File: config.mk
export PLATFORM = sky130hd
export DESIGN_NAME = arc_front
export DESIGN_NICKNAME = d
export VERILOG_FILES = /design/src/rtl/arc_pkg.sv /design/src/rtl/arc_front.sv
export SDC_FILE = /design/constraint.sdc
export NUM_CORES = 1
export LEC_CHECK = 0
export ABC_AREA = 1
export BUFFER_PORTS_ARGS = -buffer_cell sky130_fd_sc_hd__buf_2
export CORE_AREA = 2 2 133 135
export DETAILED_ROUTE_END_ITERATION = 8
export DIE_AREA = 0 0 135 137
export PLACE_DENSITY = 0.86
export SLEW_MARGIN = 40
export SYNTH_ARGS = -nofsm -noshare
export SYNTH_HDL_FRONTEND = slang
export SYNTH_SLANG_ARGS = --single-unit
File: constraint.sdc
create_clock -name i_clk -period 12.89 [get_ports i_clk]
set_clock_uncertainty 0.05 [all_clocks]
set_input_delay 2.578 -clock i_clk [delete_from_list [all_inputs] [get_ports i_clk]]
set_output_delay 2.578 -clock i_clk [all_outputs]
set_load 0.02 [all_outputs]
File: src/rtl/arc_pkg.sv
package arc_pkg;

    // Received ARP header fields or a lookup query, one beat.
    typedef struct packed {
        logic        op;
        logic [10:0] payload_length;
        logic [15:0] hardware_type;
        logic [15:0] protocol_type;
        logic [7:0]  hw_addr_len;
        logic [7:0]  proto_addr_len;
        logic [15:0] opcode;
        logic [47:0] sender_mac;
        logic [31:0] sender_ip;
        logic [31:0] target_ip;
        logic [31:0] query_ip;
    } t_arc_in;

    // One result beat.
    typedef struct packed {
        logic        reply_valid;
        logic [15:0] reply_opcode;
        logic [47:0] reply_sender_mac;
        logic [31:0] reply_sender_ip;
        logic [47:0] reply_target_mac;
        logic [31:0] reply_target_ip;
        logic        cache_stored;
        logic        lookup_hit;
        logic [47:0] lookup_mac;
    } t_arc_out;

    // Classified work passed from the front end to the back end.
    typedef logic [1:0] t_arc_kind;

    localparam t_arc_kind KIND_DROP   = 2'd0;
    localparam t_arc_kind KIND_REPLY  = 2'd1;
    localparam t_arc_kind KIND_STORE  = 2'd2;
    localparam t_arc_kind KIND_LOOKUP = 2'd3;

    typedef struct packed {
        t_arc_kind   kind;
        logic [47:0] mac;
        logic [31:0] ip;
    } t_arc_job;

    // Input operation codes.
    localparam logic OP_MESSAGE = 1'b0;
    localparam logic OP_LOOKUP  = 1'b1;

    // Configuration register indexes.
    localparam logic CFG_OWN_IP  = 1'b0;
    localparam logic CFG_OWN_MAC = 1'b1;

    // ARP header constants.
    localparam logic [10:0] MIN_ARP_BYTES  = 11'd28;
    localparam logic [15:0] HTYPE_ETHERNET = 16'h0001;
    localparam logic [15:0] PTYPE_IPV4     = 16'h0800;
    localparam logic [7:0]  HLEN_ETHERNET  = 8'd6;
    localparam logic [7:0]  PLEN_IPV4      = 8'd4;
    localparam logic [15:0] ARP_OP_REQUEST = 16'd1;
    localparam logic [15:0] ARP_OP_REPLY   = 16'd2;
    localparam logic [47:0] MAC_BROADCAST  = 48'hFFFF_FFFF_FFFF;

endpackage

File: src/rtl/arc_front.sv
module arc_front (
    input  logic             i_clk,
    input  logic             i_rst_n,
    input  logic             start,
    output logic             busy,
    input  arc_pkg::t_arc_in i_item,
    input  logic [31:0]      i_own_ip,
    input  logic             i_pop,
    output logic             o_job_vld,
    output arc_pkg::t_arc_job o_job
);

    arc_pkg::t_arc_job r_q [2];
    logic              r_wp;
    logic              r_rp;
    logic [1:0]        r_cnt;
    logic              n_wp;
    logic              n_rp;
    logic [1:0]        n_cnt;
    logic              push;
    logic              msg_ok;
    arc_pkg::t_arc_job job;

    // A message qualifies when it is a full Ethernet/IPv4 ARP aimed at us.
    assign msg_ok = (i_item.payload_length >= arc_pkg::MIN_ARP_BYTES)
                 && (i_item.hardware_type  == arc_pkg::HTYPE_ETHERNET)
                 && (i_item.protocol_type  == arc_pkg::PTYPE_IPV4)
                 && (i_item.hw_addr_len    == arc_pkg::HLEN_ETHERNET)
                 && (i_item.proto_addr_len == arc_pkg::PLEN_IPV4)
                 && (i_item.target_ip      == i_own_ip);

    // Classify the incoming beat into a job for the back end.
    always_comb begin
        job.mac  = i_item.sender_mac;
        job.ip   = i_item.sender_ip;
        job.kind = arc_pkg::KIND_DROP;
        if (i_item.op == arc_pkg::OP_LOOKUP) begin
            job.kind = arc_pkg::KIND_LOOKUP;
            job.ip   = i_item.query_ip;
        end else if (msg_ok && i_item.opcode == arc_pkg::ARP_OP_REQUEST) begin
            job.kind = arc_pkg::KIND_REPLY;
        end else if (msg_ok && i_item.opcode == arc_pkg::ARP_OP_REPLY) begin
            job.kind = arc_pkg::KIND_STORE;
        end
    end

    assign busy = (r_cnt == 2'd2);
    assign push = start && !busy;

    // Two-entry job queue pointer update.
    always_comb begin
        n_wp  = push  ? ~r_wp : r_wp;
        n_rp  = i_pop ? ~r_rp : r_rp;
        n_cnt = r_cnt + {1'b0, push} - {1'b0, i_pop};
    end

    always_ff @(posedge i_clk) begin
        if (!i_rst_n) begin
            r_wp  <= 1'b0;
            r_rp  <= 1'b0;
            r_cnt <= 2'd0;
        end else begin
            r_wp  <= n_wp;
            r_rp  <= n_rp;
            r_cnt <= n_cnt;
        end
    end

    // Queue storage needs no reset.
    always_ff @(posedge i_clk) begin
        if (push) begin
            r_q[r_wp] <= job;
        end
    end

    assign o_job_vld = (r_cnt != 2'd0);
    assign o_job     = r_q[r_rp];

    // The back end only takes a job that is present.
    a_pop_nonempty: assert property (@(posedge i_clk) disable iff (!i_rst_n)
        i_pop |-> r_cnt != 2'd0)
        else $error("job popped from an empty queue");

    // The occupancy never exceeds the two slots.
    a_cnt_bound: assert property (@(posedge i_clk) disable iff (!i_rst_n)
        r_cnt <= 2'd2)
        else $error("job queue overflow");

    // A beat taken while one job is waiting and none leaves fills the queue.
    a_fill: assert property (@(posedge i_clk) disable iff (!i_rst_n)
        (push && !i_pop && r_cnt == 2'd1) |=> busy)
        else $error("queue did not report full");

endmodule

* After elaboration in Yosys (flattened, before gate mapping)
Memories as Yosys holds them, arrays and structs flattened. A register that Yosys moved wholly into a read port is not among the register bits. Cells that the tools add are included.
Storage, ports and cells: register bits after elaboration 4, latch bits 0, memory bits (writable) 164, memory bits (read-only) 0, bits of input ports 256, word-level logic and storage cells 35, memories kept 1
Memory list:
- r_q | words 2, bits a word 82, read ports 1, clocked after Yosys merged registers in 1, wr ports 1, RTL line arc_front.sv:13 | arc_pkg::t_arc_job r_q [2];
Cells by class: add/subtract/negate cells 2, multiply operators 0, div/mod/pow operators 0, $lt $le $gt $ge 1, equal/unequal tests 8, shifts and indexed selects 0, mux-type cells 8, bitwise logic cells 2, reductions and logical operators 10
Operators by type and width (count):
- $eq A16 B1 Y1 const B | 2
- $eq A32 B32 Y1 | 1
- $mux W32 | 1
- $eq A16 B12 Y1 const B | 1
- $eq A16 B2 Y1 const B | 1
- $eq A8 B3 Y1 const B | 2
- $ge A11 B5 Y1 const B | 1
- $logic_and A1 B1 Y1 | 8
- $mux W2 | 3
- $mux W1 | 4
- $add A2 B1 Y2 | 1
- $eq A2 B2 Y1 const B | 1
- $not A1 Y1 | 2
- $reduce_bool A2 Y1 | 1
- $sub A2 B1 Y2 | 1
- $logic_not A1 Y1 | 1

* Depth between registers and ports, before layout
Gate-level depths: netlist of run 1.
depth in word-level cells 10, gate-level depth with buffers 10, mapped depth without buffers 10

* Least setup slack after synthesis of run 1
Ideal clock, no wire load.
path kind input -> register, start point input port start, end point memory r_q[0][0] (netlist name), enable pin, setup time 0.523 ns, data arrival time 6.074 ns, required time 12.317 ns, path slack 6.243 ns, stages 2, path through o21ai_2 -> nor2_1
On the way: cells in the longest elaborated chain, start to end 3
Ends and longest elaborated chain:
- start: declaration | RTL line arc_front.sv:4 | input logic start,
- $logic_and A1 B1 Y1 | RTL line arc_front.sv:48 | assign push = start && !busy;
- $mux W1 | RTL line arc_front.sv:71 | if (push) begin
- $mux W1 (implied by the code) | RTL line arc_front.sv:72 | r_q[r_wp] <= job;
- end: declaration | RTL line arc_front.sv:13
Every way passes these cells.

==> results.yml, run 1 <==
status:
  status: "complete, no violations"
clock_tree:
  cts_resized: 0
  cts.sink_count: 169
  clockBufferDepth: 2
  insertion_delay_ns: 0.42
  clock-root-buffer: "clkbuf_16"
  cts-htree-levels: 4
  numCtsBuffers: 17
  clkTransAtPathRegs_ns: 0.07
  hold_buffers: 0
  tritoncts: "done"
  post_cts.repair.setup_buffers: 0
die:
  coreArea_um2: 17100
  io-pin-count: 340
  die_h_um: 137
  rows: 48
  initial_utilization_pct: 43.5
  die_width_um: 135
  die_area_um2: 18500
timing:
  max_slew_margin_pct: 47.5
  drv_slew: 0
  hold_viol_final: 0
  rsz0062_at_grt: "false"
  fin_crit_ns: 4.63
  setup_viol: 0
  finalSetupTns_ns: 0
  worst_slew_pin_slew_ns: 0.787
  fmax_mhz: 216
  timing.final.crit_share_pct: 35.9
yosys:
  yosys_warnings: 0
  async_reset_ff_share_pct: 0
  yosysMostFrequentCell: "nand2_1"
  synth_area_leaders: "edfxtp_1 66%, mux2_2 12%, nand2_1 8.8%"
  netlist_area_um2: 7420
  synth_cell_types: 22
  synthCells: 587
  synth-seq-cells: 169
  yosysSeqAreaShare_pct: 67.7
  synthFlopType: "edfxtp_1"
  synth-edff-count: 164
  synthTopCellsByCount: "174 x nand2_1, 164 x edfxtp_1, 82 x mux2_2, 72 x nor2_1, 38 x inv_1"
  synth_top_area_cell: "edfxtp_1"
  syn_nets: 845
  syn_avg_cell_area_um2: 12.6
  synth.top_cell.area_share_pct: 66.4
route:
  drc: 0
  vias: 5540
  drt_first_pass_iters: 4
  totalWireLength_mm: 19.0
  drtAntennaViolNets: 0
  post_drt_wl_per_cell_um: 16.0
  drt_iter0_markers: 256
  routed_via_density: 4.69
grt:
  grt_overflow: 0
  grt_pass1_vias: 5515
  antenna_found_initial: 13
  grt_max_degree: 83
  grt_use_total_pct: 19.9
  grt_pass1_wl_mm: 27.1
job:
  maxCapViolCount: 0
power:
  leakage_nw: 4.38
  ir_worst_vdd_mv: 0.0854
  p_per_area_nw_per_um2: 142
setup_path:
  critPathRequiredTime_ns: 10.26
  startpoint_type: "flop"
  worstPathArrival_ns: 2.00
  crit_path_end_kind: "primary output"
  r2r_slack_ns: 10.68
  critical_path.max_fanout: 82
  critPathKind: "reg2out"
cells_and_area:
  final_core_util_pct: 58.3
  area_growth_pct: 34.1
  stdcell_count: 1182
  layout-drive-gt1-share_pct: 49.0
  final_nets: 1191
place:
  place_hpwl_mm: 14.3
  place_congestion: 0.864
  io_buffers: 337
  placed_cells: 1139
min_path:
  hold_path.class: "reg2reg"
layer usage:
metal / vias to the layer above / GRT usage [%] / wire length (um)
met3: 47 / 5.15 / 1250
li1: 2700 / - / -
met1: 2536 / 19.0 / 6490
met4: 0 / 12.4 / 680
met5: - / 0 / 0
met2: 257 / 37.8 / 10500
final cells by class:
type / count / area (um^2)
inverters: 39 / 148
diodes: 11 / 27.5
multi-input cells: 363 / 2130
clock inverters: 14 / 136
clock buffers: 18 / 429
fillers: 1415 / 7110
flip-flops and latches: 169 / 5030
repair buffers: 343 / 1760
well taps: 225 / 282
path summary, 6_finish.rpt:
kind	startpoint	endpoint	cells after the start
worst max-delay path	flop	o_job[22]	3
worst max register to register	r_cnt[1]	r_q[1][11]	5
worst min register to register	r_rp	r_rp	2
worst min-delay path	r_rp	r_rp	2
worst max-delay path: stages, from the launching register on:
cell     delay [ns]
dfxtp_4        0.34
buf_6          0.55
mux2_2         0.41
buf_2          0.17
kinds of logic after synthesis:
family	count (synthesis)	synth area share [%]
multiplexers	82	12.4
AO/OA/AOI/OAI	5	0.388
buffers and inverters	55	3.73
flip-flops	169	67.7
XOR/XNOR	17	2.01
adder cells (fa/ha/maj)	2	0.337
AND/OR/NAND/NOR	257	13.4
placed cells by master (no fill, tap or decap), drive strengths merged, types with 2 or more instances in the layout:
master	netlist	layout
buf	14	343
nand2	174	174
edfxtp	164	164
mux2	82	82
nor2	74	74
inv	38	45
clkbuf	2	18
xnor2	17	17
diode	0	11
nand3	5	5
dfxtp	5	5
clkinv	1	5
o21ai	3	3
a21oi	2	2
ha	2	2
clkinvlp	0	2
report_power, final:
part | total (mW) | internal, mW | switching (mW)
combinational | 0.253 | 0.103 | 0.150
clock | 0.482 | 0.270 | 0.211
sequential | 0.680 | 0.668 | 0.0123
flip-flops by register name, summed over array words and instances (netlist names), named ones only:
signal and count:
r_wp 1, r_q 164, r_cnt 2, r_rp 1
metrics by stage:
| step | hold WS, ns | power [mW] | setup WS (ns) | cell area (um^2) |
|---|---|---|---|---|
| floorplan | 0.409 | 0.843 | 6.24 | 7420 |
| global placement | 0.426 | 0.934 | 8.17 | 9310 |
| detailed placement | 0.431 | 0.947 | 8.42 | 9350 |
| CTS | 0.448 | 1.43 | 8.23 | 9920 |
| global route | 0.491 | 1.47 | 8.18 | 9950 |
| finish | 0.446 | 1.41 | 8.26 | 9950 |
(Power assumes the default switching activity.)
==> inputs of run 2 (changes only) <==
--- a/config.mk
+++ b/config.mk
@@ -7,10 +7,9 @@
 export LEC_CHECK = 0
 export ABC_AREA = 1
 export BUFFER_PORTS_ARGS = -buffer_cell sky130_fd_sc_hd__buf_2
-export CORE_AREA = 2 2 133 135
+export CORE_UTILIZATION = 43
 export DETAILED_ROUTE_END_ITERATION = 8
-export DIE_AREA = 0 0 135 137
-export PLACE_DENSITY = 0.86
+export PLACE_DENSITY = 0.88
 export SLEW_MARGIN = 40
 export SYNTH_ARGS = -nofsm -noshare
 export SYNTH_HDL_FRONTEND = slang
==> constraint.sdc (replaced) <==
create_clock -name i_clk -period 4.1 [get_ports i_clk]
set_clock_uncertainty 0.05 [all_clocks]
set_input_delay 0.82 -clock i_clk [delete_from_list [all_inputs] [get_ports i_clk]]
set_output_delay 0.82 -clock i_clk [all_outputs]
set_load 0.02 [all_outputs]
==> run 2 against run 1 <==
Die area shrank 3.8%. Non-clock buffer count down 1. Sequential power increased to 3.2 times the previous value. Wire length decreased by 4.2%. Setup slack lost 7.1 ns. First-iteration DRC count is 6.6% lower. Critical path depth did not move. Design area decreased by 0.13%. Critical path type unchanged. Critical endpoint is now o_job[52]. Highest routed layer unchanged.
==> results.yml, run 2 (synthesis results as in run 1) <==
timing:
  max_slew_margin_pct: 62.0
  setup_slack_ns: 1.12
  rsz0062_at_grt: "false"
  drv_slew: 0
  fin_crit_ns: 2.98
  setup_viol: 0
  worst_slew_pin_slew_ns: 0.569
  hold_viol_final: 0
  fmax_mhz: 336
  timing.final.crit_share_pct: 72.7
route:
  totalWireLength_mm: 18.2
  drt_first_pass_iters: 5
  drc: 0
  drtAntennaViolNets: 0
  vias: 5534
  routed_via_density: 4.75
  post_drt_wl_per_cell_um: 15.6
  drt_iter0_markers: 239
grt:
  grt_pass1_wl_mm: 26.7
  grt_overflow: 0
  grt_pass1_vias: 5481
  antenna_found_initial: 1
  use_met3_pct: 5.25
  grt_use_met2_pct: 39.2
  grt.busiest_layer: "met2"
  grt_use_total_pct: 20.2
  grt_util_met1_pct: 19.0
  grt_max_degree: 83
power:
  leakage_nw: 4.39
  totalPowerFinal_mw: 4.51
  p_per_area_nw_per_um2: 454
  ir_worst_vdd_mv: 0.269
setup_path:
  critPathKind: "reg2out"
  r2r_end: "r_cnt[1]"
  rr_worst_depth: 8
  crit_path_end_kind: "primary output"
  critPathRequiredTime_ns: 3.23
  endpoint: "o_job[52]"
  r2r_start: "r_cnt[1]"
  critical_path.max_fanout: 41
  worstPathArrival_ns: 2.11
  r2r_slack_ns: 2.42
  startpoint_type: "flop"
die:
  die_h_um: 133
  rows: 47
  die_width_um: 133
  initial_utilization_pct: 44.4
  io-pin-count: 340
  coreArea_um2: 16700
  die_area_um2: 17800
place:
  io_buffers: 337
  pre_cts_slack_ns: 1.54
  placed_cells: 1133
  placed_area_um2: 9330
  place_congestion: 0.833
  place_hpwl_mm: 13.7
cells_and_area:
  layout_commonest_cell: "buf_2"
  stdcell_count: 1166
  layout_common_cells: "337 x buf_2, 174 x nand2_1, 164 x edfxtp_1"
  final_area_um2: 9930
  final_nets: 1190
  top_register: "r_q"
  largest_reg_flops: 164
  reg_top3: "r_q x164, r_cnt x2"
  layout-drive-gt1-share_pct: 49.1
  area_growth_pct: 33.9
clock_tree:
  insertion_delay_ns: 0.42
  cts-htree-levels: 4
  clockBufferDepth: 2
  numCtsBuffers: 17
  clock-root-buffer: "clkbuf_16"
  clkTransAtPathRegs_ns: 0.07
  post_cts.repair.setup_buffers: 0
  cts.sink_count: 169
  tritoncts: "done"
  cts_resized: 0
  hold_buffers: 0
min_path:
  hold_depth: 2
  hold_path.class: "reg2reg"
  hold_start: "r_rp"
status:
  status: "complete, no violations"
job:
  maxCapViolCount: 0
[run 2: how the worst min path moves through the flow]
stage,to,slack [ns]
floorplan,r_wp,0.41
detailed placement,flop,0.44
global route,flop,0.48
CTS,flop,0.45
global placement,flop,0.43
finish,flop,0.46
[run 2: routing by layer]
| metal | wire [um] | vias up |
|---|---|---|
| li1 | - | 2692 |
| met3 | 1110 | 53 |
| met4 | 822 | 0 |
| met2 | 10100 | 268 |
| met5 | 0 | - |
| met1 | 6120 | 2521 |
[run 2: stage by stage]
step / setup TNS (ns) / hold WS [ns] / utilization [%]
4_1_cts: 0 / 0.454 / 59.5
2_1_floorplan: -129.33 / 0.409 / -
5_1_grt: 0 / 0.476 / 59.5
3_3_place_gp: 0 / 0.427 / 55.9
3_5_place_dp: 0 / 0.435 / 55.9
6_report: 0 / 0.455 / 59.5
[run 2: layout make-up]
type,instances,area (um^2)
repair buffers,342,1750
flip-flops and latches,169,5030
well taps,220,275
inverters,39,146
fillers,1367,6770
clock buffers,17,425
multi-input cells,363,2130
diodes,1,2.50
clock inverters,15,174
[run 2: critical path: stages (launching register included)]
cell,delay [ns]
dfxtp_4,0.71
buf_4,0.41
mux2_2,0.37
buf_2,0.17
[run 2: report_power, final]
group          switching [mW]  internal (mW)  total [mW]
combinational           0.457          0.318       0.776
sequential             0.0517           2.10        2.15
clock                   0.715          0.874        1.59
